==> config.mk <==
export PLATFORM = sky130hd
export DESIGN_NAME = wge_ctrl
export DESIGN_NICKNAME = d
export VERILOG_FILES = /design/src/wge_pkg.sv /design/src/wge_ctrl.sv
export VERILOG_INCLUDE_DIRS = /design/src /design/src/src
export SDC_FILE = /design/constraint.sdc
export NUM_CORES = 1
export LEC_CHECK = 0
export BUFFER_PORTS_ARGS = -buffer_cell sky130_fd_sc_hd__buf_2
export CAP_MARGIN = 20
export CORE_AREA = 5 5 42 44
export CTS_CLUSTER_SIZE = 30
export DETAILED_ROUTE_END_ITERATION = 8
export DIE_AREA = 0 0 47 49
export GPL_TIMING_DRIVEN = 0
export HOLD_SLACK_MARGIN = 0.03
export MAX_ROUTING_LAYER = met4
export PLACE_DENSITY = 0.68
export SLEW_MARGIN = 20
export SYNTH_ARGS = -nofsm -noshare
export SYNTH_HDL_FRONTEND = slang
export SYNTH_SLANG_ARGS = --single-unit
==> constraint.sdc <==
create_clock -name clk -period 1.4 [get_ports clk]
set_input_delay 0.14 -clock clk [delete_from_list [all_inputs] [get_ports clk]]
set_output_delay 0.14 -clock clk [all_outputs]
set_load 0.02 [all_outputs]
==> src/wireworld_generation_engine_defines.svh <==
// Assertion macros shared by the Wireworld generation engine RTL.
// No dependencies; expects clk and rst_n in the scope of each use.
`ifndef WIREWORLD_GENERATION_ENGINE_DEFINES_SVH
`define WIREWORLD_GENERATION_ENGINE_DEFINES_SVH

// Same-cycle implication, checked outside reset.
`define WGE_ASSERT_NOW(lbl, ante, cons, msg) \
    lbl: assert property (@(posedge clk) disable iff (!rst_n) (ante) |-> (cons)) \
        else $error(msg);

// Next-cycle implication, checked outside reset.
`define WGE_ASSERT_NEXT(lbl, ante, cons, msg) \
    lbl: assert property (@(posedge clk) disable iff (!rst_n) (ante) |=> (cons)) \
        else $error(msg);

`endif

==> src/wge_pkg.sv <==
// Shared types, codes and the cell rule of the Wireworld generation engine.
// No dependencies.
`default_nettype none

package wge_pkg;

    localparam int CMD_W      = 2;
    localparam int ROW_W      = 6;
    localparam int COL_W      = 6;
    localparam int CELL_W     = 2;
    localparam int CFG_IDX_W  = 2;
    localparam int CFG_DATA_W = 7;

    // command codes
    localparam logic [CMD_W-1:0] OP_WRITE = 2'd0;
    localparam logic [CMD_W-1:0] OP_READ  = 2'd1;
    localparam logic [CMD_W-1:0] OP_STEP  = 2'd2;

    // cell codes
    localparam logic [CELL_W-1:0] CELL_EMPTY = 2'd0;
    localparam logic [CELL_W-1:0] CELL_HEAD  = 2'd1;
    localparam logic [CELL_W-1:0] CELL_TAIL  = 2'd2;
    localparam logic [CELL_W-1:0] CELL_COND  = 2'd3;

    // register indexes
    localparam logic [CFG_IDX_W-1:0] REG_GRID_WIDTH  = 2'd0;
    localparam logic [CFG_IDX_W-1:0] REG_GRID_HEIGHT = 2'd1;
    localparam logic [CFG_IDX_W-1:0] REG_WRAP_EDGES  = 2'd2;

    localparam logic [CFG_DATA_W-1:0] GRID_DIM_RESET = 7'd64;
    localparam logic                  WRAP_RESET     = 1'b0;

    localparam logic STATUS_DONE = 1'b0;
    localparam logic STATUS_BAD  = 1'b1;

    typedef struct packed {
        logic [CMD_W-1:0]  command;
        logic [ROW_W-1:0]  row;
        logic [COL_W-1:0]  col;
        logic [CELL_W-1:0] cell_value;
    } wge_cmd_t;

    typedef struct packed {
        logic [CELL_W-1:0] read_value;
        logic              status;
    } wge_rsp_t;

    typedef struct packed {
        logic [CFG_IDX_W-1:0]  index;
        logic [CFG_DATA_W-1:0] value;
    } wge_cfg_t;

    typedef enum logic [3:0] {
        ST_CLEAR,
        ST_IDLE,
        ST_DISPATCH,
        ST_ACC_WB,
        ST_STEP_ROW,
        ST_RD_MID,
        ST_RD_DN,
        ST_ROW_WR,
        ST_SWAP,
        ST_RESP
    } wge_state_t;

    typedef enum logic [1:0] {
        RD_ACCESS,
        RD_UP,
        RD_MID,
        RD_DN
    } wge_rd_sel_t;

    typedef enum logic [2:0] {
        WR_NONE,
        WR_CLEAR,
        WR_CELL,
        WR_ZERO_ROW,
        WR_NEXT_ROW
    } wge_wr_kind_t;

    // controller -> datapath
    typedef struct packed {
        logic         cmd_load;
        logic         rd_en;
        wge_rd_sel_t  rd_sel;
        wge_wr_kind_t wr_kind;
        logic         row_clr;
        logic         row_inc;
        logic         cap_up;
        logic         cap_mid;
        logic         cap_val;
        logic         bank_swap;
        logic         rsp_load;
    } wge_dp_ctl_t;

    // datapath -> controller
    typedef struct packed {
        logic [CMD_W-1:0] op;
        logic             bad;
        logic             row_in_grid;
        logic             row_last;
    } wge_dp_stat_t;

    // Wireworld rule for one cell given its head-neighbour count
    function automatic logic [CELL_W-1:0] wge_next_cell(
        input logic [CELL_W-1:0] cur_cell,
        input logic [3:0]        heads
    );
        logic [CELL_W-1:0] nxt;
        case (cur_cell)
            CELL_EMPTY: nxt = CELL_EMPTY;
            CELL_HEAD:  nxt = CELL_TAIL;
            CELL_TAIL:  nxt = CELL_COND;
            default:    nxt = (heads == 4'd1 || heads == 4'd2) ? CELL_HEAD : CELL_COND;
        endcase
        return nxt;
    endfunction

endpackage

`default_nettype wire

==> src/wge_ctrl.sv <==
// Controller state machine: clearing pass, command sequencing, row walk of
// a generation step and the response handshake. Depends on wge_pkg and the
// assertion macro header.
`default_nettype none
`include "wireworld_generation_engine_defines.svh"

module wge_ctrl (
    input  wire logic                   clk,
    input  wire logic                   rst_n,
    input  wire logic                   cmd_valid,
    output logic                        cmd_ready,
    output logic                        rsp_valid,
    input  wire logic                   rsp_ready,
    input  wire wge_pkg::wge_dp_stat_t  stat,
    output wge_pkg::wge_dp_ctl_t        ctl
);

    wge_pkg::wge_state_t state_reg;
    wge_pkg::wge_state_t state_next;
    logic                rsp_valid_reg;
    logic                rsp_valid_next;

    always_ff @(posedge clk or negedge rst_n)
    begin
        if (!rst_n)
        begin
            state_reg     <= wge_pkg::ST_CLEAR;
            rsp_valid_reg <= 1'b0;
        end
        else
        begin
            state_reg     <= state_next;
            rsp_valid_reg <= rsp_valid_next;
        end
    end

    assign rsp_valid = rsp_valid_reg;

    always_comb
    begin
        state_next    = state_reg;
        cmd_ready     = 1'b0;
        ctl.cmd_load  = 1'b0;
        ctl.rd_en     = 1'b0;
        ctl.rd_sel    = wge_pkg::RD_ACCESS;
        ctl.wr_kind   = wge_pkg::WR_NONE;
        ctl.row_clr   = 1'b0;
        ctl.row_inc   = 1'b0;
        ctl.cap_up    = 1'b0;
        ctl.cap_mid   = 1'b0;
        ctl.cap_val   = 1'b0;
        ctl.bank_swap = 1'b0;
        ctl.rsp_load  = 1'b0;

        unique case (state_reg)
            wge_pkg::ST_CLEAR:
            begin
                ctl.wr_kind = wge_pkg::WR_CLEAR;
                if (stat.row_last)
                    state_next = wge_pkg::ST_IDLE;
                else
                    ctl.row_inc = 1'b1;
            end
            wge_pkg::ST_IDLE:
            begin
                cmd_ready    = 1'b1;
                ctl.cmd_load = cmd_valid;
                if (cmd_valid)
                    state_next = wge_pkg::ST_DISPATCH;
            end
            wge_pkg::ST_DISPATCH:
            begin
                unique case (stat.op) inside
                    wge_pkg::OP_STEP:
                    begin
                        ctl.row_clr = 1'b1;
                        state_next  = wge_pkg::ST_STEP_ROW;
                    end
                    wge_pkg::OP_WRITE, wge_pkg::OP_READ:
                    begin
                        if (stat.bad)
                            state_next = wge_pkg::ST_RESP;
                        else
                        begin
                            ctl.rd_en  = 1'b1;
                            ctl.rd_sel = wge_pkg::RD_ACCESS;
                            state_next = wge_pkg::ST_ACC_WB;
                        end
                    end
                    default: state_next = wge_pkg::ST_RESP;
                endcase
            end
            wge_pkg::ST_ACC_WB:
            begin
                if (stat.op == wge_pkg::OP_WRITE)
                    ctl.wr_kind = wge_pkg::WR_CELL;
                else
                    ctl.cap_val = 1'b1;
                state_next = wge_pkg::ST_RESP;
            end
            wge_pkg::ST_STEP_ROW:
            begin
                if (stat.row_in_grid)
                begin
                    ctl.rd_en  = 1'b1;
                    ctl.rd_sel = wge_pkg::RD_UP;
                    state_next = wge_pkg::ST_RD_MID;
                end
                else
                begin
                    ctl.wr_kind = wge_pkg::WR_ZERO_ROW;
                    if (stat.row_last)
                        state_next = wge_pkg::ST_SWAP;
                    else
                        ctl.row_inc = 1'b1;
                end
            end
            wge_pkg::ST_RD_MID:
            begin
                ctl.cap_up = 1'b1;
                ctl.rd_en  = 1'b1;
                ctl.rd_sel = wge_pkg::RD_MID;
                state_next = wge_pkg::ST_RD_DN;
            end
            wge_pkg::ST_RD_DN:
            begin
                ctl.cap_mid = 1'b1;
                ctl.rd_en   = 1'b1;
                ctl.rd_sel  = wge_pkg::RD_DN;
                state_next  = wge_pkg::ST_ROW_WR;
            end
            wge_pkg::ST_ROW_WR:
            begin
                ctl.wr_kind = wge_pkg::WR_NEXT_ROW;
                if (stat.row_last)
                    state_next = wge_pkg::ST_SWAP;
                else
                begin
                    ctl.row_inc = 1'b1;
                    state_next  = wge_pkg::ST_STEP_ROW;
                end
            end
            wge_pkg::ST_SWAP:
            begin
                ctl.bank_swap = 1'b1;
                state_next    = wge_pkg::ST_RESP;
            end
            wge_pkg::ST_RESP:
            begin
                if (!rsp_valid_reg || rsp_ready)
                begin
                    ctl.rsp_load = 1'b1;
                    state_next   = wge_pkg::ST_IDLE;
                end
            end
            default: state_next = wge_pkg::ST_IDLE;
        endcase
    end

    assign rsp_valid_next = ctl.rsp_load || (rsp_valid_reg && !rsp_ready);

    `WGE_ASSERT_NEXT(a_accept_dispatches, cmd_valid && cmd_ready, state_reg == wge_pkg::ST_DISPATCH, "accepted transaction not dispatched")
    `WGE_ASSERT_NOW(a_rsp_no_overwrite, ctl.rsp_load, !rsp_valid_reg || rsp_ready, "pending response overwritten")
    `WGE_ASSERT_NOW(a_swap_after_last_row, state_reg == wge_pkg::ST_SWAP, $past(stat.row_last), "bank swap before last row")

endmodule

`default_nettype wire
# ---- Word level (Yosys, flattened, before mapping)
# Index checks and enable logic that the tools add are counted.
dict set report word_totals {
  ram_bits 0
  in_bits 9
  word_cells 58
  n_memories 0
  latchBits 0
  regBits 5
  output_inout_bits 16
  rom_bits 0
}
dict set report op_classes {
  bitwise 0
  n_shift 0
  reduce_logical 11
  n_eq_ne 15
  div_mod_pow 0
  multipliers 0
  n_lt_le_gt_ge 0
  muxes 30
  add_sub_neg 0
}
# operator count
set ops {}
lappend ops {{4-bit case mux with 9 select lines} 1}
lappend ops {{4-bit two-way mux} 7}
lappend ops {{3-bit case mux with 4 select lines} 2}
lappend ops {{4-bit by 3-bit equality test with 1-bit output (second input constant)} 4}
lappend ops {{1-bit two-way mux} 13}
lappend ops {{3-bit two-way mux} 3}
lappend ops {{4-bit by 2-bit equality test with 1-bit output (second input constant)} 2}
lappend ops {{4-bit equality test (second input constant)} 2}
lappend ops {{4-bit case mux with 2 select lines} 1}
lappend ops {{2-bit inequality test (second input constant)} 3}
lappend ops {{2-bit OR reduction} 3}
lappend ops {{4-bit by 1-bit equality test with 1-bit output (second input constant)} 1}
lappend ops {{4-bit logical NOT} 1}
lappend ops {{2-bit two-way mux} 2}
lappend ops {{4-bit AND reduction} 1}
lappend ops {{3-bit inequality test (second input constant)} 1}
lappend ops {{2-bit by 1-bit equality test with 1-bit output (second input constant)} 1}
lappend ops {{2-bit equality test (second input constant)} 1}
lappend ops {{1-bit logical NOT} 2}
lappend ops {{2-bit logical NOT} 1}
lappend ops {{1-bit logical OR} 2}
lappend ops {{1-bit case mux with 2 select lines} 1}
lappend ops {{1-bit logical AND} 1}

# ---- Depth between registers and ports, before layout
# Gate-level depths: netlist of the first run.
dict set report logic_depth {
  word_depth 5
  mapped_depth 5
  ltp_nobuf 4
}

# ---- Worst setup path before layout of the first run
# Ideal clock, no wire load.
dict set report synth_path {
  kind {reg-to-reg}
  start {register state_reg[1]}
  end {register state_reg[3]}
  n_path_buf 1
  period_less_slack_ns 1.879
  required_ns 1.315
  path_stages_with_launch 5
  arrival_ns 1.795
  slack_ns -0.479
  setup_ns 0.085
  cell_sequence {dfrtp_1 buf_4 nor4b_1 o21ai_0 o22ai_2}
}
dict set report synth_via {
  elab_chain_len 3
  word_cells_on_any_way 17
  classes_between {13 x eq/ne; 1 x mux; 3 x reduce/logical}
}
# element line_no
set synth_rtl {}
lappend synth_rtl {{start, declared} wge_ctrl.sv:18} ;# wge_pkg::wge_state_t state_reg;
lappend synth_rtl {{start signal, assigned} wge_ctrl.sv:27} ;# state_reg <= wge_pkg::ST_CLEAR;
lappend synth_rtl {{start signal, assigned} wge_ctrl.sv:32} ;# state_reg <= state_next;
lappend synth_rtl {{4-bit equality test (tied with other cells)} wge_ctrl.sv:55} ;# unique case (state_reg)
lappend synth_rtl {{2-bit OR reduction (no source line) (tied with other cells)} n/a}
lappend synth_rtl {{4-bit case mux with 9 select lines / 4-bit AND reduction (equally long branches)} n/a}
# Several ways; a longest one is shown, not always the timed one.
# A chain may end at the register's enable or synchronous reset.

==> results of run 1 <==
-- power by group through the flow --
stage | logic [µW] | clock network [µW] | registers, µW
detailed placement | 1000 | 0 | 283
floorplan | 747 | 0 | 284
global route | 1920 | 196 | 275
finish | 1800 | 171 | 273
global placement | 1000 | 0 | 281
CTS | 1580 | 176 | 266
-- placed cells by master, fill, tap and decap left out, types with 2 or more instances in the layout --
master	count
nand2b_1	3
a21oi_1	2
buf_6	17
a21oi_4	2
and2_1	2
nor3_1	2
buf_2	11
dfrtp_2	2
nand2b_4	3
nor2_1	5
clkbuf_4	3
nand2_1	3
dfrtp_1	3
buf_4	22
o21a_1	2
nor2_4	2
-- per-stage QoR --
step                util [%]  cells  total power [µW]  TNS, ns  worst slack (ns)
detailed placement      49.2     99              1290   -0.728            -0.260
global route            77.4    127              2390    -3.42            -0.378
global placement        49.2     99              1280   -0.682            -0.265
CTS                     69.9    122              2020    -2.45            -0.321
floorplan                  -     59              1030   -0.192            -0.112
finish                  77.4    127              2250    -2.49            -0.336
-- critical path, delay by kind of cell (launching register included) --
family	cells	cell delay, ns
buffers and inverters	2	0.27
and+or+nand+nor	2	0.50
DFF	1	0.43
AOI/OAI and AO/OA	1	0.16
-- worst paths after layout --
kind	start	to	slack (ns)	cells after the start
setup / recovery	state_reg[1]$_DFFE_PN0P_	ctl[8]	-0.34	5
hold / removal	rst_n	rsp_valid$_DFF_PN0_	0.23	2
setup reg to reg	state_reg[0]$_DFFE_PN0P_	state_reg[3]$_DFFE_PN0P_	-0.18	6
hold reg to reg	rsp_valid$_DFF_PN0_	rsp_valid$_DFF_PN0_	0.55	2
max in group asynchronous	rst_n	state_reg[1]$_DFFE_PN0P_	1.02	2
min in group clk	rsp_ready	rsp_valid$_DFF_PN0_	0.23	3
-- layout make-up --
class | instances | area (µm²)
Multi-Input combinational cell | 50 | 474
Buffer | 4 | 45.0
Fill cell | 97 | 317
Sequential cell | 5 | 128
Tap cell | 16 | 20.0
Clock buffer | 4 | 26.3
Timing Repair Buffer | 48 | 392
-- cells by family after synthesis --
kind of cell    count (synthesis)
mux                             1
simple gates                   34
buf+inv                         4
compound gates                 15
flops                           5
-- metal layers --
metal	wire length, µm	share of wire [%]	GRT usage [%]	vias up
met5	0	0	-	-
met4	0	0	4.61	0
met3	86	4.5	7.38	0
met2	1000	53	27.8	15
met1	813	43	22.2	313
li1	-	-	-	321
-- what timing repair did --
| action | in CTS | in global routing |
|---|---|---|
| pin swaps | 6 | 7 |
| setup endpoints to repair | 17 | 17 |
| setup buffers | 18 | 5 |
| hold endpoints to repair | 5 | 0 |
| hold buffers | 1 | 0 |
| resized for setup | 34 | 20 |
==> metrics.md, run 1 <==
| Metric | Value |
|---|---|
| Setup CP Type | `flop to output pin` |
| PnR worst setup slack | `-0.336 ns` |
| Clock buffer depth | `2` |
| P_sw | `~1000 µW` |
| Most used cell, CP | `buf_6` |
| Failing checks | `negative setup slack` |
| Synth Area in Adders | `0%` |
| CTS Buf Count | `3` |
| Max FO, Critical Path | `5` |
| Synth cell count leaders | `7 x nor2_1, 6 x nand2b_1, 5 x dfrtp_1` |
| Leak Pwr | `between 0.0004 and 0.0005 µW` |
| TritonCTS clock tree | `built` |
| Dpl hpwl | `between 1000 and 1500 µm` |
| Die ar. | `about 2300 µm²` |
| Max FFs per register | `4` |
| Synth Warn # | `0` |
| Most common cell in the netlist | `nor2_1` |
| DRC errors left | `0` |
| Core Region | `1400 µm²` |
| Largest net degree at the start of global routing | `10` |
| Clk pin slew, worst setup/hold paths | `approximately 0.050 ns` |
| PD cells | `2070 nW/µm²` |
| Seq cells post-synth | `5` |
| Class of the worst hold path | `input pin to async pin` |
| Startpoint types | `flop` |
| Worst-Margin Slew | `around 0.35 ns` |
| Avg WL per Cell | `15.0 µm` |
| Congestion Overflow GR | `0` |
| Area grow syn2layout | `130%` |
| MaxCap Viol Count | `0` |
| Starting Density | `roughly a third` |
| Comb pwr share | `roughly 80%` |
| Avg Cell Area, Syn | `~8 µm²` |
| Vias in the first global route | `680` |
| Slew Viols, Final | `0` |
| Die H | `49 µm` |
| Final setup fails | `15` |
| Placed cell area | `~690 µm²` |
| Antenna Nets Post-Route | `0` |
| First-pass GRT wire length | `between 3000 and 4000 µm` |
| Synth Area in Simple Gates | `41.4%` |
| WP data required | `1.26 ns` |
| Antenna Cells | `0` |
| Vias per cell | `between 5 and 6` |
| Nets | `between 100 and 150` |
| IO Pins | `25` |
| CTS H-tree lvls | `1` |
| Seq/Total Area, Yosys | `about a quarter` |
| Initial DRC count | `11` |
| Gp weighted congestion | `0.816` |
| Final Cell Area | `about 1100 µm²` |
| Port Buffers | `24` |
| Period minus WS final | `between 1.5 and 2 ns` |
| Final Hold Viols | `0` |
| Synth area leaders | `dfrtp_1 27%, nand2b_1 8.0%, nor2_1 5.6%` |
| CTS root buf | `clkbuf_4` |
| Largest family of logic cells by synthesized area | `simple AND/OR/NAND/NOR gates` |
| Crit-path slowest cell | `dfrtp_2` |
| Sequential share of power | `12.1%` |
| Die Span X | `between 40 and 50 µm` |
| Layout cell share with drive strength beyond 1 | `between 70 and 80%` |
| Mux contribution to synthesized area | `2.12%` |
| Cell count after synthesis | `between 50 and 60` |
| FP Rows | `14` |
| Critical Path Max Stage Delay | `0.43 ns` |
| CTS sink count | `5` |
| Global Route Usage Sum | `between 10% and 20%` |
| Slew HR | `about three quarters` |
| Tcrit/Tclk final | `124%` |
| Clock share of power | `7.6%` |
| Switching Fraction | `44.6%` |
| Synth async-reset ratio | `100%` |
| Clk Latency, worst-skew pair | `~0.25 ns` |
| Status | `finished with violations` |
| Pint | `1240 µW` |
| CP Capture Type | `output pin` |
| First-pass DRT Iterations | `4` |
| RSZ-0062 raised after global routing | `yes` |
| Vias | `649` |
| Worst path cell trace | `buf_6 -> nand2_4 -> or4_4 -> a21oi_4 -> buf_6` |
| Hold_ws | `approximately 0.23 ns` |
| Max Clock Freq | `about 0.58 GHz` |
| Critical Path AT | `approximately 1.6 ns` |
| Ys flop type | `dfrtp_1` |
| Drt total wl | `1900 µm` |
| VDD IR-drop max | `about 1.5 mV` |
| Setup Skew | `between 0.003 and 0.004 ns` |
| Synth area leader | `dfrtp_1` |
| Post-Synth XOR/XNOR Area | `0%` |
| Antenna violations before repair | `0` |
| Netlist cell types | `29` |
| Post-synth EDFFs | `0` |
| Synth Cell Area | `around 470 µm²` |
| Yosys top cell area share | `a little over a quarter` |
| Synth Area in Compound Gates | `a little under a quarter` |
| Synth Net Count | `68` |
No activity file was read; power rests on OpenSTA's default activity.
==> run 2: changes to the inputs <==
Settings changed: ABC_AREA set to 1, CORE_AREA 5 5 42 44 to unset, CORE_MARGIN set to 5, CORE_UTILIZATION set to 41, DIE_AREA 0 0 47 49 to unset, PLACE_DENSITY 0.68 to 0.73.
==> run 2 against run 1 <==
Critical path depth grew 3; sequential share of layout area grew 2.3 points; first-iteration DRC count grew 82%; highest routed layer is now met4; worst hold slack lost 0.11 ns; combinational power shrank 13%; flip-flop and latch count is the same; synthesized cell count grew 58%; power shrank 7.8%; the run still ends with negative setup slack left; routed wire length shrank 1.9%; via count grew 12%; clock power is essentially flat.
==> metrics.md, run 2 <==
| Metric | Value |
|---|---|
| Die Span X | `47.4 µm (+0.82%)` |
| Synth Net Count | `102 (+50%)` |
| Clock share of power | `8.3% (+0.7 points)` |
| Final setup fails | `9 (-6)` |
| WP data required | `1.26 ns (about the same)` |
| Pint | `950 µW (-24%)` |
| Largest family of logic cells by synthesized area | `simple AND/OR/NAND/NOR gates` |
| Layout cell share with drive strength beyond 1 | `56.2% (-14 points)` |
| Seq/Total Area, Yosys | `21.8% (-4.7 points)` |
| Synth area leaders | `dfrtp_1 22%, nand2_1 18%, nor2_4 9.8%` |
| Largest net degree at the start of global routing | `7 (-3)` |
| Core Region | `1320 µm² (-6.0%)` |
| Placed Cells | `132 (+33%)` |
| Antenna Cells | `0 (unchanged)` |
| Synth async-reset ratio | `100% (unchanged)` |
| CTS Buf Count | `3 (unchanged)` |
| CP Capture Type | `output pin` |
| Starting Density | `43.5% (+9.8 points)` |
| Area grow syn2layout | `61.4%` |
| Setup Skew | `0.00422 ns (+0.00101 ns)` |
| Worst reg2reg setup slack | `0.06 ns (+0.24 ns)` |
| CTS root buf | `clkbuf_4` |
| Synth Cell Area | `573 µm² (+21%)` |
| CTS sink count | `5 (unchanged)` |
| Vias per cell | `5.02 (-1.8%)` |
| Failing checks | `negative setup slack` |
| Congestion Overflow GR | `0 (unchanged)` |
| Critical Path AT | `1.41 ns (-0.19 ns)` |
| Port Buffers | `24 (unchanged)` |
| Fin cells | `145 (+14%)` |
| Most common cell in the netlist | `nand2_1` |
| Switching Fraction | `54.1% (+9.5 points)` |
| Worst reg2reg path startpoint | `state_reg[1]$_DFFE_PN0P_` |
| Leak Pwr | `0.000537 µW (+8.5%)` |
| Drt total wl | `1870 µm (-1.9%)` |
| Max FFs per register | `4 (unchanged)` |
| FP Rows | `13 (-1)` |
| Commonest non-fill, non-tap cell in the layout | `nand2_1` |
| DRC errors left | `0 (unchanged)` |
| Place WS | `0.0323 ns (+0.292 ns)` |
| Setup CP Type | `flop to output pin` |
| Clk pin slew, worst setup/hold paths | `0.05 ns (about the same)` |
| Clock buffer depth | `2 (unchanged)` |
| Avg WL per Cell | `12.9 µm (-14%)` |
| Antenna Nets Post-Route | `0 (unchanged)` |
| Mux contribution to synthesized area | `0% (-2.1 points)` |
| P_sw | `1120 µW (+12%)` |
| Synth Area in Adders | `0% (unchanged)` |
| Yosys top cell area share | `21.8% (-4.7 points)` |
| Total Power | `2070 µW (-7.8%)` |
| Die H | `47.4 µm (-3.3%)` |
| Nets | `140 (+16%)` |
| Class of the worst hold path | `input pin to flop` |
| Global Route Usage Sum | `19.3% (+0.98 points)` |
| TritonCTS clock tree | `built` |
| Vias in the first global route | `704 (+3.5%)` |
| IO Pins | `25 (unchanged)` |
| Clk Latency, worst-skew pair | `0.25 ns (about the same)` |
| Slew HR | `86.6% (+10 points)` |
| First-pass GRT wire length | `2950 µm (-2.1%)` |
| FILL cells | `102 (+5.2%)` |
| Netlist cell types | `20 (-31%)` |
| Gp weighted congestion | `0.917 (+12%)` |
| FF-to-FF path depth | `7 (+1)` |
| Crit path capture | `ctl[12]` |
| RSZ-0062 raised after global routing | `yes` |
| Most frequent cells in the layout | `25 x nand2_1, 15 x buf_4, 13 x buf_2` |
| Synth area leader | `dfrtp_1` |
| Ys flop type | `dfrtp_1` |
| First-pass DRT Iterations | `4 (unchanged)` |
| Post-synth EDFFs | `0 (unchanged)` |
| MaxCap Viol Count | `0 (unchanged)` |
| VDD IR-drop max | `1.42 mV (-3.2%)` |
| Max Clock Freq | `0.645 GHz (+12%)` |
| Cell count after synthesis | `93 (+58%)` |
| Slew Viols, Final | `0 (unchanged)` |
| Sequential share of power | `16.5% (+4.4 points)` |
| Final TNS setup | `-0.676 ns (+1.82 ns)` |
| PnR worst setup slack | `-0.151 ns (+0.185 ns)` |
| Dpl hpwl | `1300 µm (+22%)` |
| Startpoint types | `flop` |
| Synth cell count leaders | `28 x nand2_1, 12 x inv_1, 8 x nor2_1` |
| Synth Area in Simple Gates | `57.0% (+16 points)` |
| Final Hold Viols | `0 (unchanged)` |
| Initial DRC count | `20 (+9)` |
| Status | `finished with violations` |
| Seq cells post-synth | `5 (unchanged)` |
| Comb pwr share | `75.1% (-5.1 points)` |
| Max FO, Critical Path | `5 (unchanged)` |
| Period minus WS final | `1.55 ns (-0.185 ns)` |
| Avg Cell Area, Syn | `6.16 µm² (-23%)` |
| Post-Synth XOR/XNOR Area | `0% (unchanged)` |
| Die ar. | `2250 µm² (-2.5%)` |
| Tcrit/Tclk final | `111% (-13 points)` |
| CP startpoint | `state_reg[1]$_DFFE_PN0P_` |
| PD cells | `2240 nW/µm² (+8.1%)` |
| Vias | `728 (+12%)` |
| Antenna violations before repair | `0 (unchanged)` |
| Worst r2r dst | `state_reg[0]$_DFFE_PN0P_` |
| Synth Warn # | `0 (unchanged)` |
| Synth Area in Compound Gates | `8.73% (-15 points)` |
| CTS H-tree lvls | `1 (unchanged)` |
| Worst-Margin Slew | `0.200 ns (-0.151 ns)` |
| Hold_ws | `0.119 ns (-0.109 ns)` |
==> run 2: metal layers <==
metal  share of wire [%]  global-route usage [%]  wire length (µm)
met5                   0                       -                 0
met4                 4.4                    13.8                83
met3                 5.2                    3.45                97
met2                  51                    29.7               961
met1                  39                    22.2               724
==> run 2: final cells by class <==
cell class / instances / area, µm² / share of cell area, %
Tap cell: 15 / 18.8 / 2.03
Inverter: 19 / 78.8 / 8.53
Clock buffer: 3 / 22.5 / 2.44
Sequential cell: 5 / 130 / 14.1
Timing Repair Buffer: 33 / 233 / 25.2
Clock inverter: 1 / 5.00 / 0.541
Multi-Input combinational cell: 69 / 437 / 47.2
==> run 2: worst max-delay path, stage by stage, from the launching register on <==
cell and delay (ns):
dfrtp_2 0.46, inv_2 0.10, nand2_4 0.09, nand2_2 0.11, nand2_1 0.10, nand2_1 0.09
inv_2 0.04, nand2_1 0.05, buf_4 0.13
==> run 2: logic make-up (layout without fill, tap and decap cells) <==
logic type,after synthesis,after routing
buf+inv,19,56
compound gates,7,7
flops,5,5
simple gates,62,62
==> run 2: repair_timing <==
action,4_1_cts,5_1_grt
pin swaps,4,3
setup endpoints to repair,10,15
hold buffers,1,0
buffers inserted,5,3
hold endpoints to repair,5,0
resized for setup,22,14
==> run 2: per-stage QoR <==
step	utilization [%]	area, µm²
6_report	70.2	925
5_1_grt	70.2	925
4_1_cts	64.6	851
3_5_place_dp	54.0	712
3_3_place_gp	54.0	712
2_1_floorplan	-	573
==> run 2: worst min-delay path by stage <==
stage | start | end | slack, ns | cells past startpoint
2_1_floorplan | rst_n | rsp_valid$_DFF_PN0_ | -0.16 | 0
3_3_place_gp | rst_n | state_reg[0]$_DFFE_PN0P_ | -0.05 | 1
3_5_place_dp | rst_n | state_reg[1]$_DFFE_PN0P_ | -0.04 | 1
4_1_cts | rsp_ready | rsp_valid$_DFF_PN0_ | 0.11 | 2
5_1_grt | rsp_ready | rsp_valid$_DFF_PN0_ | 0.12 | 2
6_report | rsp_ready | rsp_valid$_DFF_PN0_ | 0.12 | 2
==> run 2: power by group through the flow <==
stage / Combinational (µW) / Clock, µW / Sequential (µW)
detailed placement: 1160 / 0 / 312
floorplan: 881 / 0 / 309
global placement: 1150 / 0 / 309
CTS: 1380 / 174 / 333
global route: 1690 / 192 / 351
finish: 1560 / 173 / 342
